===== src/sv/rlelg_pkg.sv =====
// shared types, codes and defaults for the run length encoder with literal groups
package rlelg_pkg;

    localparam int SYMBOL_BITS_DEF  = 8;
    localparam int MAX_LITERALS_DEF = 32;
    localparam int MAX_RUN_DEF      = 255;
    localparam int COUNT_BITS       = 9;

    typedef enum logic [1:0] {
        KIND_RUN     = 2'd0,
        KIND_HEADER  = 2'd1,
        KIND_LITERAL = 2'd2
    } kind_t;

    typedef struct packed {
        logic ext;
        logic load;
        logic push;
        logic move_run;
        logic clear_held;
        logic emit_hdr;
        logic emit_lit;
        logic emit_run;
        logic last;
        logic done;
    } cmd_t;

    typedef struct packed {
        logic in_eos;
        logic ext_ok;
        logic held_zero;
        logic held_one;
        logic fill_zero;
        logic full_after_push;
        logic lit_last;
        logic out_free;
    } stat_t;

endpackage


===== src/sv/rlelg_if.sv =====
// symbol and code channel interfaces
interface rlelg_in_if #(
    parameter int SYMBOL_BITS = rlelg_pkg::SYMBOL_BITS_DEF
);
    logic                   valid;
    logic                   ready;
    logic [SYMBOL_BITS-1:0] symbol;
    logic                   end_of_stream;

    modport source (output valid, input ready, output symbol, output end_of_stream);
    modport sink   (input valid, output ready, input symbol, input end_of_stream);
endinterface

interface rlelg_out_if #(
    parameter int SYMBOL_BITS = rlelg_pkg::SYMBOL_BITS_DEF
);
    logic                                     valid;
    logic                                     ready;
    rlelg_pkg::kind_t                         kind;
    logic signed [rlelg_pkg::COUNT_BITS-1:0]  count;
    logic [SYMBOL_BITS-1:0]                   value;
    logic                                     stream_done;
    logic                                     last_of_step;

    modport source (output valid, input ready, output kind, output count, output value,
                    output stream_done, output last_of_step);
    modport sink   (input valid, output ready, input kind, input count, input value,
                    input stream_done, input last_of_step);
endinterface


===== src/sv/rlelg_dp.sv =====
// datapath: held run, pending run, literal store and output register
module rlelg_dp #(
    parameter int SYMBOL_BITS  = rlelg_pkg::SYMBOL_BITS_DEF,
    parameter int MAX_LITERALS = rlelg_pkg::MAX_LITERALS_DEF,
    parameter int MAX_RUN      = rlelg_pkg::MAX_RUN_DEF
) (
    input  logic                                    clk,
    input  logic                                    rst_n,
    input  logic [SYMBOL_BITS-1:0]                  symbol,
    input  logic                                    end_of_stream,
    input  rlelg_pkg::cmd_t                         cmd,
    output rlelg_pkg::stat_t                        stat,
    output logic                                    out_valid,
    input  logic                                    out_ready,
    output rlelg_pkg::kind_t                        kind,
    output logic signed [rlelg_pkg::COUNT_BITS-1:0] count,
    output logic [SYMBOL_BITS-1:0]                  value,
    output logic                                    stream_done,
    output logic                                    last_of_step
);

    localparam int CW = $clog2(MAX_RUN + 1);
    localparam int FW = $clog2(MAX_LITERALS + 1);
    localparam int AW = (MAX_LITERALS > 1) ? $clog2(MAX_LITERALS) : 1;
    localparam int NB = rlelg_pkg::COUNT_BITS;

    logic [SYMBOL_BITS-1:0] held_sym_reg;
    logic [CW-1:0]          held_cnt_reg;
    logic [CW-1:0]          held_cnt_next;
    logic [SYMBOL_BITS-1:0] prun_sym_reg;
    logic [CW-1:0]          prun_cnt_reg;
    logic [31:0]            prun_wide;
    logic [FW-1:0]          fill_reg;
    logic [AW-1:0]          idx_reg;
    logic [SYMBOL_BITS-1:0] mem [MAX_LITERALS];
    logic [SYMBOL_BITS-1:0] rd_data_reg;
    logic                   rd_en;
    logic [AW-1:0]          rd_addr;
    logic                   out_valid_reg;
    rlelg_pkg::kind_t       kind_reg;
    logic signed [NB-1:0]   count_reg;
    logic [SYMBOL_BITS-1:0] value_reg;
    logic                   done_reg;
    logic                   last_reg;
    logic                   emit;

    always_comb
    begin
        stat.in_eos          = end_of_stream;
        stat.ext_ok          = (held_cnt_reg != '0) && (symbol == held_sym_reg)
                               && (held_cnt_reg != CW'(MAX_RUN));
        stat.held_zero       = (held_cnt_reg == '0);
        stat.held_one        = (held_cnt_reg == CW'(1));
        stat.fill_zero       = (fill_reg == '0);
        stat.full_after_push = ((fill_reg + FW'(1)) == FW'(MAX_LITERALS));
        stat.lit_last        = ((FW'(idx_reg) + FW'(1)) == fill_reg);
        stat.out_free        = !out_valid_reg || out_ready;
    end

    always_comb
    begin
        held_cnt_next = held_cnt_reg;
        if (cmd.ext)
        begin
            held_cnt_next = held_cnt_reg + CW'(1);
        end
        else if (cmd.load)
        begin
            held_cnt_next = CW'(1);
        end
        else if (cmd.clear_held)
        begin
            held_cnt_next = '0;
        end
    end

    always_ff @(posedge clk or negedge rst_n)
    begin
        if (!rst_n)
        begin
            held_sym_reg <= '0;
            held_cnt_reg <= '0;
            fill_reg     <= '0;
            idx_reg      <= '0;
        end
        else
        begin
            held_cnt_reg <= held_cnt_next;
            if (cmd.load)
            begin
                held_sym_reg <= symbol;
            end
            if (cmd.push)
            begin
                fill_reg <= fill_reg + FW'(1);
            end
            else if (cmd.emit_lit && stat.lit_last)
            begin
                fill_reg <= '0;
            end
            if (cmd.emit_hdr)
            begin
                idx_reg <= '0;
            end
            else if (cmd.emit_lit && !stat.lit_last)
            begin
                idx_reg <= idx_reg + AW'(1);
            end
        end
    end

    always_ff @(posedge clk)
    begin
        if (cmd.move_run)
        begin
            prun_sym_reg <= held_sym_reg;
            prun_cnt_reg <= held_cnt_reg;
        end
    end

    // literal store
    assign rd_en   = cmd.emit_hdr || (cmd.emit_lit && !stat.lit_last);
    assign rd_addr = cmd.emit_hdr ? '0 : idx_reg + AW'(1);

    always_ff @(posedge clk)
    begin
        if (cmd.push)
        begin
            mem[fill_reg[AW-1:0]] <= held_sym_reg;
        end
        if (rd_en)
        begin
            rd_data_reg <= mem[rd_addr];
        end
    end

    // output register
    assign emit      = cmd.emit_hdr || cmd.emit_lit || cmd.emit_run;
    assign prun_wide = 32'(prun_cnt_reg);

    always_ff @(posedge clk or negedge rst_n)
    begin
        if (!rst_n)
        begin
            out_valid_reg <= 1'b0;
        end
        else if (emit)
        begin
            out_valid_reg <= 1'b1;
        end
        else if (out_ready)
        begin
            out_valid_reg <= 1'b0;
        end
    end

    always_ff @(posedge clk)
    begin
        if (emit)
        begin
            last_reg <= cmd.last;
            done_reg <= cmd.done;
            if (cmd.emit_hdr)
            begin
                kind_reg  <= rlelg_pkg::KIND_HEADER;
                count_reg <= NB'(0) - NB'(fill_reg);
                value_reg <= '0;
            end
            else if (cmd.emit_lit)
            begin
                kind_reg  <= rlelg_pkg::KIND_LITERAL;
                count_reg <= '0;
                value_reg <= rd_data_reg;
            end
            else
            begin
                kind_reg  <= rlelg_pkg::KIND_RUN;
                count_reg <= prun_wide[NB-1:0];
                value_reg <= prun_sym_reg;
            end
        end
    end

    assign out_valid    = out_valid_reg;
    assign kind         = kind_reg;
    assign count        = count_reg;
    assign value        = value_reg;
    assign stream_done  = done_reg;
    assign last_of_step = last_reg;

`ifndef SYNTH
    a_push_room: assert property (@(posedge clk) disable iff (!rst_n)
        cmd.push |-> (fill_reg < FW'(MAX_LITERALS)))
        else $error("literal store overflow");

    a_lit_nonempty: assert property (@(posedge clk) disable iff (!rst_n)
        cmd.emit_lit |-> (fill_reg != '0))
        else $error("literal emitted from empty group");
`endif

endmodule


===== src/sv/rlelg_ctrl.sv =====
// controller: sequences run closing, literal flushes and end of stream
module rlelg_ctrl (
    input  logic              clk,
    input  logic              rst_n,
    input  logic              in_valid,
    output logic              in_ready,
    input  rlelg_pkg::stat_t  stat,
    output rlelg_pkg::cmd_t   cmd
);

    typedef enum logic [4:0] {
        S_IDLE  = 5'b00001,
        S_HDR   = 5'b00010,
        S_LIT   = 5'b00100,
        S_RUN   = 5'b01000,
        S_CLOSE = 5'b10000
    } state_t;

    state_t state_reg;
    state_t state_next;
    logic   eos_reg;
    logic   eos_next;
    logic   closed_reg;
    logic   closed_next;
    logic   run_pend_reg;
    logic   run_pend_next;
    logic   tail;

    // end of stream close still to come
    assign tail     = eos_reg && !closed_reg;
    assign in_ready = (state_reg == S_IDLE);

    always_comb
    begin
        state_next    = state_reg;
        eos_next      = eos_reg;
        closed_next   = closed_reg;
        run_pend_next = run_pend_reg;
        cmd           = '0;
        case (state_reg)
            S_IDLE:
            begin
                if (in_valid)
                begin
                    eos_next      = stat.in_eos;
                    closed_next   = 1'b0;
                    run_pend_next = 1'b0;
                    if (stat.ext_ok)
                    begin
                        cmd.ext    = 1'b1;
                        state_next = stat.in_eos ? S_CLOSE : S_IDLE;
                    end
                    else if (stat.held_zero)
                    begin
                        cmd.load   = 1'b1;
                        state_next = stat.in_eos ? S_CLOSE : S_IDLE;
                    end
                    else if (stat.held_one)
                    begin
                        cmd.push = 1'b1;
                        cmd.load = 1'b1;
                        if (stat.full_after_push)
                        begin
                            state_next = S_HDR;
                        end
                        else
                        begin
                            state_next = stat.in_eos ? S_CLOSE : S_IDLE;
                        end
                    end
                    else
                    begin
                        cmd.move_run  = 1'b1;
                        cmd.load      = 1'b1;
                        run_pend_next = 1'b1;
                        state_next    = stat.fill_zero ? S_RUN : S_HDR;
                    end
                end
            end
            S_HDR:
            begin
                if (stat.out_free)
                begin
                    cmd.emit_hdr = 1'b1;
                    state_next   = S_LIT;
                end
            end
            S_LIT:
            begin
                if (stat.out_free)
                begin
                    cmd.emit_lit = 1'b1;
                    if (stat.lit_last)
                    begin
                        cmd.last = !run_pend_reg && !tail;
                        cmd.done = !run_pend_reg && !tail && eos_reg;
                        if (run_pend_reg)
                        begin
                            state_next = S_RUN;
                        end
                        else
                        begin
                            state_next = tail ? S_CLOSE : S_IDLE;
                        end
                    end
                end
            end
            S_RUN:
            begin
                if (stat.out_free)
                begin
                    cmd.emit_run  = 1'b1;
                    cmd.last      = !tail;
                    cmd.done      = !tail && eos_reg;
                    run_pend_next = 1'b0;
                    state_next    = tail ? S_CLOSE : S_IDLE;
                end
            end
            S_CLOSE:
            begin
                closed_next    = 1'b1;
                cmd.clear_held = 1'b1;
                if (stat.held_one)
                begin
                    cmd.push   = 1'b1;
                    state_next = S_HDR;
                end
                else
                begin
                    cmd.move_run  = 1'b1;
                    run_pend_next = 1'b1;
                    state_next    = stat.fill_zero ? S_RUN : S_HDR;
                end
            end
            default:
            begin
                state_next = S_IDLE;
            end
        endcase
    end

    always_ff @(posedge clk or negedge rst_n)
    begin
        if (!rst_n)
        begin
            state_reg    <= S_IDLE;
            eos_reg      <= 1'b0;
            closed_reg   <= 1'b0;
            run_pend_reg <= 1'b0;
        end
        else
        begin
            state_reg    <= state_next;
            eos_reg      <= eos_next;
            closed_reg   <= closed_next;
            run_pend_reg <= run_pend_next;
        end
    end

`ifndef SYNTH
    a_emit_free: assert property (@(posedge clk) disable iff (!rst_n)
        (cmd.emit_hdr || cmd.emit_lit || cmd.emit_run) |-> stat.out_free)
        else $error("beat produced into a full output register");

    a_done_last: assert property (@(posedge clk) disable iff (!rst_n)
        cmd.done |-> cmd.last)
        else $error("stream end flagged on a beat that is not the last");

    a_run_pending: assert property (@(posedge clk) disable iff (!rst_n)
        (state_reg == S_RUN) |-> run_pend_reg)
        else $error("run emission without a pending run");
`endif

endmodule


===== src/sv/run_length_encoder_literal_groups_top.sv =====
// top level of the run length encoder with literal groups
//
//   channel   role   beat contents
//   symbols   sink   symbol, end_of_stream
//   codes     source kind, count, value, stream_done, last_of_step
//
// a symbol that extends or starts a run is taken while idle; the next can follow at once
// closing a run of two or more sends the header and pending literals, if any, then the run beat
// a literal group flush sends one beat per cycle from the literal store while the output register is free, header first
// an end marker adds a close state before its final beats
// reset clears the held run and the literal count; the store needs no clearing
// the output register lets a finished beat wait while the next symbol is taken in idle
module run_length_encoder_literal_groups_top #(
    parameter int SYMBOL_BITS  = rlelg_pkg::SYMBOL_BITS_DEF,
    parameter int MAX_LITERALS = rlelg_pkg::MAX_LITERALS_DEF,
    parameter int MAX_RUN      = rlelg_pkg::MAX_RUN_DEF
) (
    input  logic         clk,
    input  logic         rst_n,
    rlelg_in_if.sink     symbols,
    rlelg_out_if.source  codes
);

    rlelg_pkg::cmd_t  cmd;
    rlelg_pkg::stat_t stat;

    rlelg_ctrl u_ctrl (
        .clk      (clk),
        .rst_n    (rst_n),
        .in_valid (symbols.valid),
        .in_ready (symbols.ready),
        .stat     (stat),
        .cmd      (cmd)
    );

    rlelg_dp #(
        .SYMBOL_BITS  (SYMBOL_BITS),
        .MAX_LITERALS (MAX_LITERALS),
        .MAX_RUN      (MAX_RUN)
    ) u_dp (
        .clk           (clk),
        .rst_n         (rst_n),
        .symbol        (symbols.symbol),
        .end_of_stream (symbols.end_of_stream),
        .cmd           (cmd),
        .stat          (stat),
        .out_valid     (codes.valid),
        .out_ready     (codes.ready),
        .kind          (codes.kind),
        .count         (codes.count),
        .value         (codes.value),
        .stream_done   (codes.stream_done),
        .last_of_step  (codes.last_of_step)
    );

endmodule


===== src/flat_wrapper.sv =====
// flat-port wrapper written by rule: the top's interface ports become plain ports
module run_length_encoder_literal_groups_top_flat 
#(
    parameter int SYMBOL_BITS  = rlelg_pkg::SYMBOL_BITS_DEF,
    parameter int MAX_LITERALS = rlelg_pkg::MAX_LITERALS_DEF,
    parameter int MAX_RUN      = rlelg_pkg::MAX_RUN_DEF
)
  (clk, rst_n, symbols_valid, symbols_ready, symbols_symbol, symbols_end_of_stream, codes_valid, codes_ready, codes_kind, codes_count, codes_value, codes_stream_done, codes_last_of_step);
  rlelg_in_if #(.SYMBOL_BITS(SYMBOL_BITS)) symbols_i ();
  rlelg_out_if #(.SYMBOL_BITS(SYMBOL_BITS)) codes_i ();
  input  logic clk;
  input  logic rst_n;
  input wire logic [$bits(symbols_i.valid)-1:0] symbols_valid;
  output wire logic [$bits(symbols_i.ready)-1:0] symbols_ready;
  input wire logic [$bits(symbols_i.symbol)-1:0] symbols_symbol;
  input wire logic [$bits(symbols_i.end_of_stream)-1:0] symbols_end_of_stream;
  output wire logic [$bits(codes_i.valid)-1:0] codes_valid;
  input wire logic [$bits(codes_i.ready)-1:0] codes_ready;
  output wire logic [$bits(codes_i.kind)-1:0] codes_kind;
  output wire logic [$bits(codes_i.count)-1:0] codes_count;
  output wire logic [$bits(codes_i.value)-1:0] codes_value;
  output wire logic [$bits(codes_i.stream_done)-1:0] codes_stream_done;
  output wire logic [$bits(codes_i.last_of_step)-1:0] codes_last_of_step;
  assign symbols_i.valid = symbols_valid;
  assign symbols_ready = symbols_i.ready;
  assign symbols_i.symbol = symbols_symbol;
  assign symbols_i.end_of_stream = symbols_end_of_stream;
  assign codes_valid = codes_i.valid;
  assign codes_i.ready = codes_ready;
  assign codes_kind = codes_i.kind;
  assign codes_count = codes_i.count;
  assign codes_value = codes_i.value;
  assign codes_stream_done = codes_i.stream_done;
  assign codes_last_of_step = codes_i.last_of_step;
  run_length_encoder_literal_groups_top #(.SYMBOL_BITS(SYMBOL_BITS), .MAX_LITERALS(MAX_LITERALS), .MAX_RUN(MAX_RUN)) u_core (.clk(clk), .rst_n(rst_n), .symbols(symbols_i), .codes(codes_i));
endmodule

===== config.mk =====
export PLATFORM = sky130hd
export DESIGN_NAME = run_length_encoder_literal_groups_top_flat
export DESIGN_NICKNAME = d
export VERILOG_FILES = /design/src/sv/rlelg_pkg.sv /design/src/sv/rlelg_if.sv /design/src/sv/rlelg_dp.sv /design/src/sv/rlelg_ctrl.sv /design/src/sv/run_length_encoder_literal_groups_top.sv /design/src/flat_wrapper.sv
export SDC_FILE = /design/constraint.sdc
export NUM_CORES = 1
export LEC_CHECK = 0
export BUFFER_PORTS_ARGS = -buffer_cell sky130_fd_sc_hd__buf_2
export CORE_ASPECT_RATIO = 1.4
export CORE_MARGIN = 2
export CORE_UTILIZATION = 56
export DETAILED_ROUTE_END_ITERATION = 6
export HOLD_SLACK_MARGIN = 0.12
export PLACE_DENSITY_LB_ADDON = 0.15
export SLEW_MARGIN = 40
export SYNTH_ARGS = -nofsm -noshare
export SYNTH_HDL_FRONTEND = slang
export SYNTH_SLANG_ARGS = --single-unit

===== constraint.sdc =====
create_clock -name clk -period 2.7 [get_ports clk]
set_input_delay 0.27 -clock clk [delete_from_list [all_inputs] [get_ports clk]]
set_output_delay 0.27 -clock clk [all_outputs]
set_load 0.05 [all_outputs]

**Word level (Yosys, flattened, before mapping)**

Memories as Yosys holds them, arrays and structs flattened. A register that Yosys moved wholly into a read port is not among the register bits.
Index checks and enable logic that the tools add are counted.

- Register bits: 73
- Latch bits: 0
- Memory bits (writable): 256
- Memory bits (read-only): 0
- Input port bits: 13
- Output and inout bits: 23
- Logic and storage cells: 124
- Memories: 1

Memory list:

| memory | words | width | read ports | clocked after memory_dff | write ports | RTL line | source |
|---|---|---|---|---|---|---|---|
| u_core.u_dp.mem | 32 | 8 | 1 | 1 | 1 | rlelg_dp.sv:35 | `logic [SYMBOL_BITS-1:0] mem [MAX_LITERALS];` |

- $add $sub $neg: 5
- $mul: 0
- Div/mod/pow operators: 0
- Magnitude comparators: 0
- Eq/ne operators: 16
- Shift-type cells: 0
- Muxes and demuxes: 56
- Bitwise gates (word level): 0
- Reductions and logical operators: 30

Operators by type and width:

| kind | number |
|---|---|
| 2-to-1 mux 5 bit | 15 |
| 2-to-1 mux 8 bit | 5 |
| case mux 5 bit (5 select lines) | 1 |
| 2-to-1 mux 1 bit | 18 |
| 2-to-1 mux 4 bit | 3 |
| 2-to-1 mux 6 bit | 2 |
| 2-to-1 mux 2 bit | 5 |
| 2-to-1 mux 9 bit | 1 |
| adder 8 x 1 -> 8 bit (second input constant) | 1 |
| equality test 8 x 1 -> 1 bit (second input constant) | 1 |
| equality test 8 bit | 1 |
| logical AND 1 bit | 8 |
| zero test 8 bit | 1 |
| != test 8 bit (second input constant) | 1 |
| case mux 2 bit (2 select lines) | 2 |
| nonzero test 2 bit | 4 |
| nonzero test 8 bit | 1 |
| subtractor 1 x 6 -> 7 bit (first input constant) | 1 |
| adder 5 x 1 -> 6 bit (second input constant) | 1 |
| adder 6 x 1 -> 6 bit (second input constant) | 1 |
| equality test 6 bit | 1 |
| equality test 6 bit (second input constant) | 1 |
| zero test 6 bit | 1 |
| 2-to-1 mux 3 bit | 2 |
| 16 further kinds | 29 |

**Depth between registers and ports, before layout**

- Depth in word-level cells: 8
- Mapped depth: 10
- Depth with buffers taken out: 7

**Hierarchy**

Synthesis repeated with hierarchy kept, for this count alone.

- Cells, all modules: 1013
- Area total of the unflattened synthesis: 14497.7 µm²

By module, submodules not included:

| module | times used | cells each | area an instance (µm²) | sequential area each (µm²) |
|---|---|---|---|---|
| rlelg_dp | 1 | 937 | 13870.8 | 9739.3 |
| rlelg_ctrl | 1 | 76 | 626.9 | 201.4 |

**Worst setup path before layout**

Ideal clock, no wire load.

- Kind: register -> register
- Start: register u_core.u_ctrl.state_reg[2]
- End: memory u_core.u_dp.mem[12][0] in the netlist's numbering (enable)
- Setup time: 0.383 ns
- Arrival time: 2.417 ns
- Data required time: 2.317 ns
- Setup slack: -0.100 ns
- Stages on the path, launching flop included: 9
- Path buffers: 2
- Period minus slack after synthesis: 2.800 ns
- Path through: dfrtp_1 or3_1 clkbuf_1 nor3_2 o311ai_1 a21oi_1 buf_2 nand2_1 nor3_1

- Longest elaborated chain between the ends: 4
- Elaborated cells between the ends (all ways): 5
- Classes of those cells: eq/ne (2); mux (3)

Ends and longest elaborated chain:

| item | RTL line | source |
|---|---|---|
| from (decl) | rlelg_ctrl.sv:19 | `state_t state_reg;` |
| from (signal assigned) | rlelg_ctrl.sv:153 | `state_reg <= state_next;` |
| equality test 5 bit or equality test 5 x 1 -> 1 bit (tied branches) | rlelg_ctrl.sv:40 | `case (state_reg)` |
| case mux 2 bit (2 select lines) * | rlelg_ctrl.sv:40 |  |
| 2-to-1 mux 1 bit * | rlelg_dp.sv:127 | `if (cmd.push)` |
| 2-to-1 mux 1 bit (implied by the code) * | rlelg_dp.sv:129 | `mem[fill_reg[AW-1:0]] <= held_sym_reg;` |
| to (decl) | rlelg_dp.sv:35 |  |

Mark *: on every way between the ends. The rest lies on a longest branch, timed or not.

**Worst setup path in the final report**

- Start: register u_core.u_ctrl.state_reg[3]
- End: register u_core.u_dp.rd_data_reg[2] (read register of u_core.u_dp.mem), data pin

- Longest elaborated chain between the ends: 4
- Elaborated cells between the ends (all ways): 7
- Classes of those cells: eq/ne (2); mux (3); reduce/logical (2)

Ends and longest elaborated chain:

| item | RTL line | source |
|---|---|---|
| equality test 5 x 3 -> 1 bit | rlelg_ctrl.sv:40 |  |
| 2-to-1 mux 1 bit | rlelg_ctrl.sv:40 |  |
| logical AND 1 bit | rlelg_dp.sv:122 | `assign rd_en = cmd.emit_hdr \|\| (cmd.emit_lit && !stat.lit_last);` |
| logical OR 1 bit | rlelg_dp.sv:122 |  |
| to (decl) | rlelg_dp.sv:36 | `logic [SYMBOL_BITS-1:0] rd_data_reg;` |

Several ways; a longest one is shown, not always the timed one.
A chain may end at the register's enable or synchronous reset.

==> reports/qor.txt <==
Critical path origin = u_core.u_ctrl.state_reg[3]$_DFFE_PN0P_
register area = 0.009945 sq mm
DR iter-0 viols = 982
die area = 0.02691 sq mm
final hold vios = 0
Synth Instances = 959
post-DR vias/cell = 6.287
Setup CP Type = register to register
clk root buf = clkbuf_16
worst path arrival time = 3.04 ns
sequential share of the synthesized area = 0.6934
internal reg-to-reg setup slack = 0.10 ns
CP max stage delay = 0.55 ns
First-pass DRT Iterations = 6
Period minus WS final = 2.597 ns
chip width = 139.2 um
core area = 0.02530 sq mm
Leak = 5.719 nW
number of routed nets with antenna violations = 0
initial antenna violation count = 0
# diodes = 0
GRT Residual Overflow = 0
syn avg cell area = 14.95 sq um
Most used DFF post-synth = edfxtp_1
CTS max path bufs = 3
CP top delay family = simple AND/OR/NAND/NOR gates
async set-reset flop share out of synthesis = 0.1068
launch point of the worst reg-to-reg path = u_core.u_ctrl.state_reg[3]$_DFFE_PN0P_
fin cells = 1411
Vias = 8871
mapped cell area = 0.01434 sq mm
worst slew pin tran = 0.6003 ns
global-route wire length before repair = 52.74 mm
YS warnings = 0
Fillers = 1830
Worst Path Max Fanout = 21
DR DRC count = 0
Max-Cap Viols = 0
number of synthesized flops with an enable pin = 301
crit path launch type = register
FMAX = 385.1 MHz
IO Count = 36
met2 Track Usage GR = 0.4464
status = finished clean
Synth top area share = 0.6305
Final Cycle Share = 0.9618
Final HPWL DP = 22.07 mm
Area Growth Syn to Fin = 15.15%
synth top area cells = edfxtp_1, dfrtp_1, mux4_2
setup violators final = 0
Mapped Nets = 980
CP Buf/Inv Count = 1
critical path capture point type = register
GR peak layer = met2
Total GRT Usage = 0.2576
placed cell areas = 0.01542 sq mm
Die Span Y = 193.3 um
Worst VDD drop = 0.8103 mV
final instance area = 0.01651 sq mm
hold path cells = 4
Total Wirelength = 34.30 mm
multi-input logic area = 0.004135 sq mm
clock slew at reported path FFs = 0.07 ns
gpl congestion = 0.8913
CTS sink cnt = 337
Worst Clk Skew = 0.01123 ns
Reg2Reg Depth = 7
Yosys reg bits = 337
dpl cells = 1340
Slowest-stage cell, CP = or3_2
# rows = 69
H-tree depth = 1
max reg flops = 256
Pwr Density = 958.6 mW/mm^2
number of buffers added on ports = 35
CP Data Required Time = 3.15 ns
number of global-route vias before repair = 8811
grt met3 use = 0.02946
area leader, netlist = edfxtp_1
RR Endpoint = u_core.u_dp.rd_data_reg[2]$_DFFE_PP_
Final #Nets = 1088
min-delay src = symbols_valid
hold crit path type = input pin to register
CTS tree = built
Worst Hold End = u_core.u_ctrl.run_pend_reg$_DFFE_PN0P_
largest net degree at the start of global routing = 67
Starting Density = 0.5668
Hold WS = 0.1863 ns
clk_lat worst skew = 0.57 ns
slew margin rel. = 0.5998
fraction of layout cells with a size suffix above 1 = 0.2436
WL/cell = 24.31 um
Max Slew Vio Count = 0
Cell variety after synth = 64
crit-path cells = or3_1 -> or3_2 -> inv_4 -> or2_4 -> o21ai_0 -> o32ai_1 -> o22a_1
total CTS buffers = 31
M1 GR Usage = 0.3368
-- worst max path at each step --
| stage | endpoint | slack (ns) | cells after the start |
|---|---|---|---|
| floorplan | u_core.u_dp.mem[12][0]$_DFFE_PP_ | -0.10 | 8 |
| global placement | u_core.u_dp.rd_data_reg[6]$_DFFE_PP_ | -0.17 | 6 |
| detailed placement | u_core.u_dp.rd_data_reg[4]$_DFFE_PP_ | -0.15 | 6 |
| CTS | u_core.u_dp.rd_data_reg[5]$_DFFE_PP_ | 0.005 | 6 |
| global route | u_core.u_dp.rd_data_reg[2]$_DFFE_PP_ | -0.002 | 7 |
| finish | u_core.u_dp.rd_data_reg[2]$_DFFE_PP_ | 0.10 | 7 |
-- report_power, final --
group          total, mW  switching (mW)  leakage [nW]  internal, mW
sequential          6.98           0.228          3.18          6.75
clock               3.99            1.80         0.438          2.19
combinational       4.85            3.13          2.10          1.72
total               15.8            5.16          5.72          10.7
-- cells by family (layout without fill, tap and decap cells) --
| group | after synthesis | count (layout) | share of synthesized area |
|---|---|---|---|
| buffers and inverters | 75 | 208 | 0.02356 |
| AO/OA/AOI/OAI | 203 | 203 | 0.09723 |
| flip-flops | 337 | 337 | 0.6934 |
| AND/OR/NAND/NOR | 241 | 241 | 0.08274 |
| multiplexers | 73 | 73 | 0.08213 |
| adder cells (fa/ha/maj) | 8 | 8 | 0.006982 |
| XOR/XNOR | 22 | 22 | 0.01396 |
-- cell type report --
| class | count | share of cell area |
|---|---|---|
| clock buffers | 52 | 0.05298 |
| well taps | 319 | 0.02418 |
| repair buffers | 135 | 0.06450 |
| multi-input cells | 547 | 0.2505 |
| inverters | 15 | 0.003562 |
| clock inverters | 6 | 0.001895 |
| flip-flops and latches | 337 | 0.6024 |
-- per-stage QoR --
step           setup TNS, ns  worst slack, ns  total power [mW]    util
2_1_floorplan         -7.005          -0.1004             9.946       -
3_3_place_gp         -0.3259          -0.1683             11.76  0.6084
3_5_place_dp         -0.3015          -0.1549             11.83  0.6095
4_1_cts                    0         0.005324             15.83  0.6502
5_1_grt            -0.002042        -0.002042             16.49  0.6526
6_report                   0           0.1032             15.83  0.6526
-- repair_timing --
action	CTS	global route
pin swaps	0	1
setup buffers	0	2
endpoints found under the hold margin	47	0
gates cloned	0	0
endpoints found under the setup margin	2	64
gates resized for setup	2	11
hold buffers	11	0
-- per-layer routing --
metal,routed length [um],share of wire
met4,1184,0.035
met5,0,0
met2,17780,0.52
met3,1796,0.052
met1,13540,0.39
-- synth_stat cells (10+ instances only) --
cell / count
and3_1: 23
a31oi_1: 18
a22oi_1: 11
clkbuf_1: 32
buf_2: 16
a21oi_1: 49
nor3_1: 27
nor2_1: 35
and2_1: 10
nand3_1: 36
a221o_1: 10
edfxtp_1: 301
nand2_1: 72
o21ai_0: 50
mux4_2: 32
dfrtp_1: 35
inv_1: 12
mux2_2: 37
xnor2_1: 17
-- cell usage in the layout (no fill, tap or decap), drive strengths merged, types with 4 or more instances in the layout --
cell,netlist,routed
a221oi,4,4
a31oi,18,18
dfrtp,35,35
o221a,13,13
nand2b,7,7
clkbuf,32,52
mux4,32,32
nand3,36,36
a21o,7,7
a22oi,11,11
nor2b,4,4
nor3,28,28
and3,23,23
nand2,72,72
xor2,5,5
or3,6,6
clkinv,2,7
a21oi,49,49
o211ai,6,6
o311ai,4,4
o32ai,6,6
ha,8,8
edfxtp,301,301
xnor2,17,17
dlygate4sd3,0,11
o21ai,50,50
and2,10,10
a221o,10,10
mux2i,4,4
nor2,35,35
mux2,37,37
nor4,7,7
inv,13,14
buf,28,124
o22a,7,7
-- worst reg2reg max path: cells and delay by family, from the launching register on --
kind / cells / cell delay, ns
compound gates: 3 / 0.74
buf+inv: 1 / 0.12
flops: 1 / 0.42
simple gates: 3 / 1.19
No activity file was read; power rests on OpenSTA's default activity.
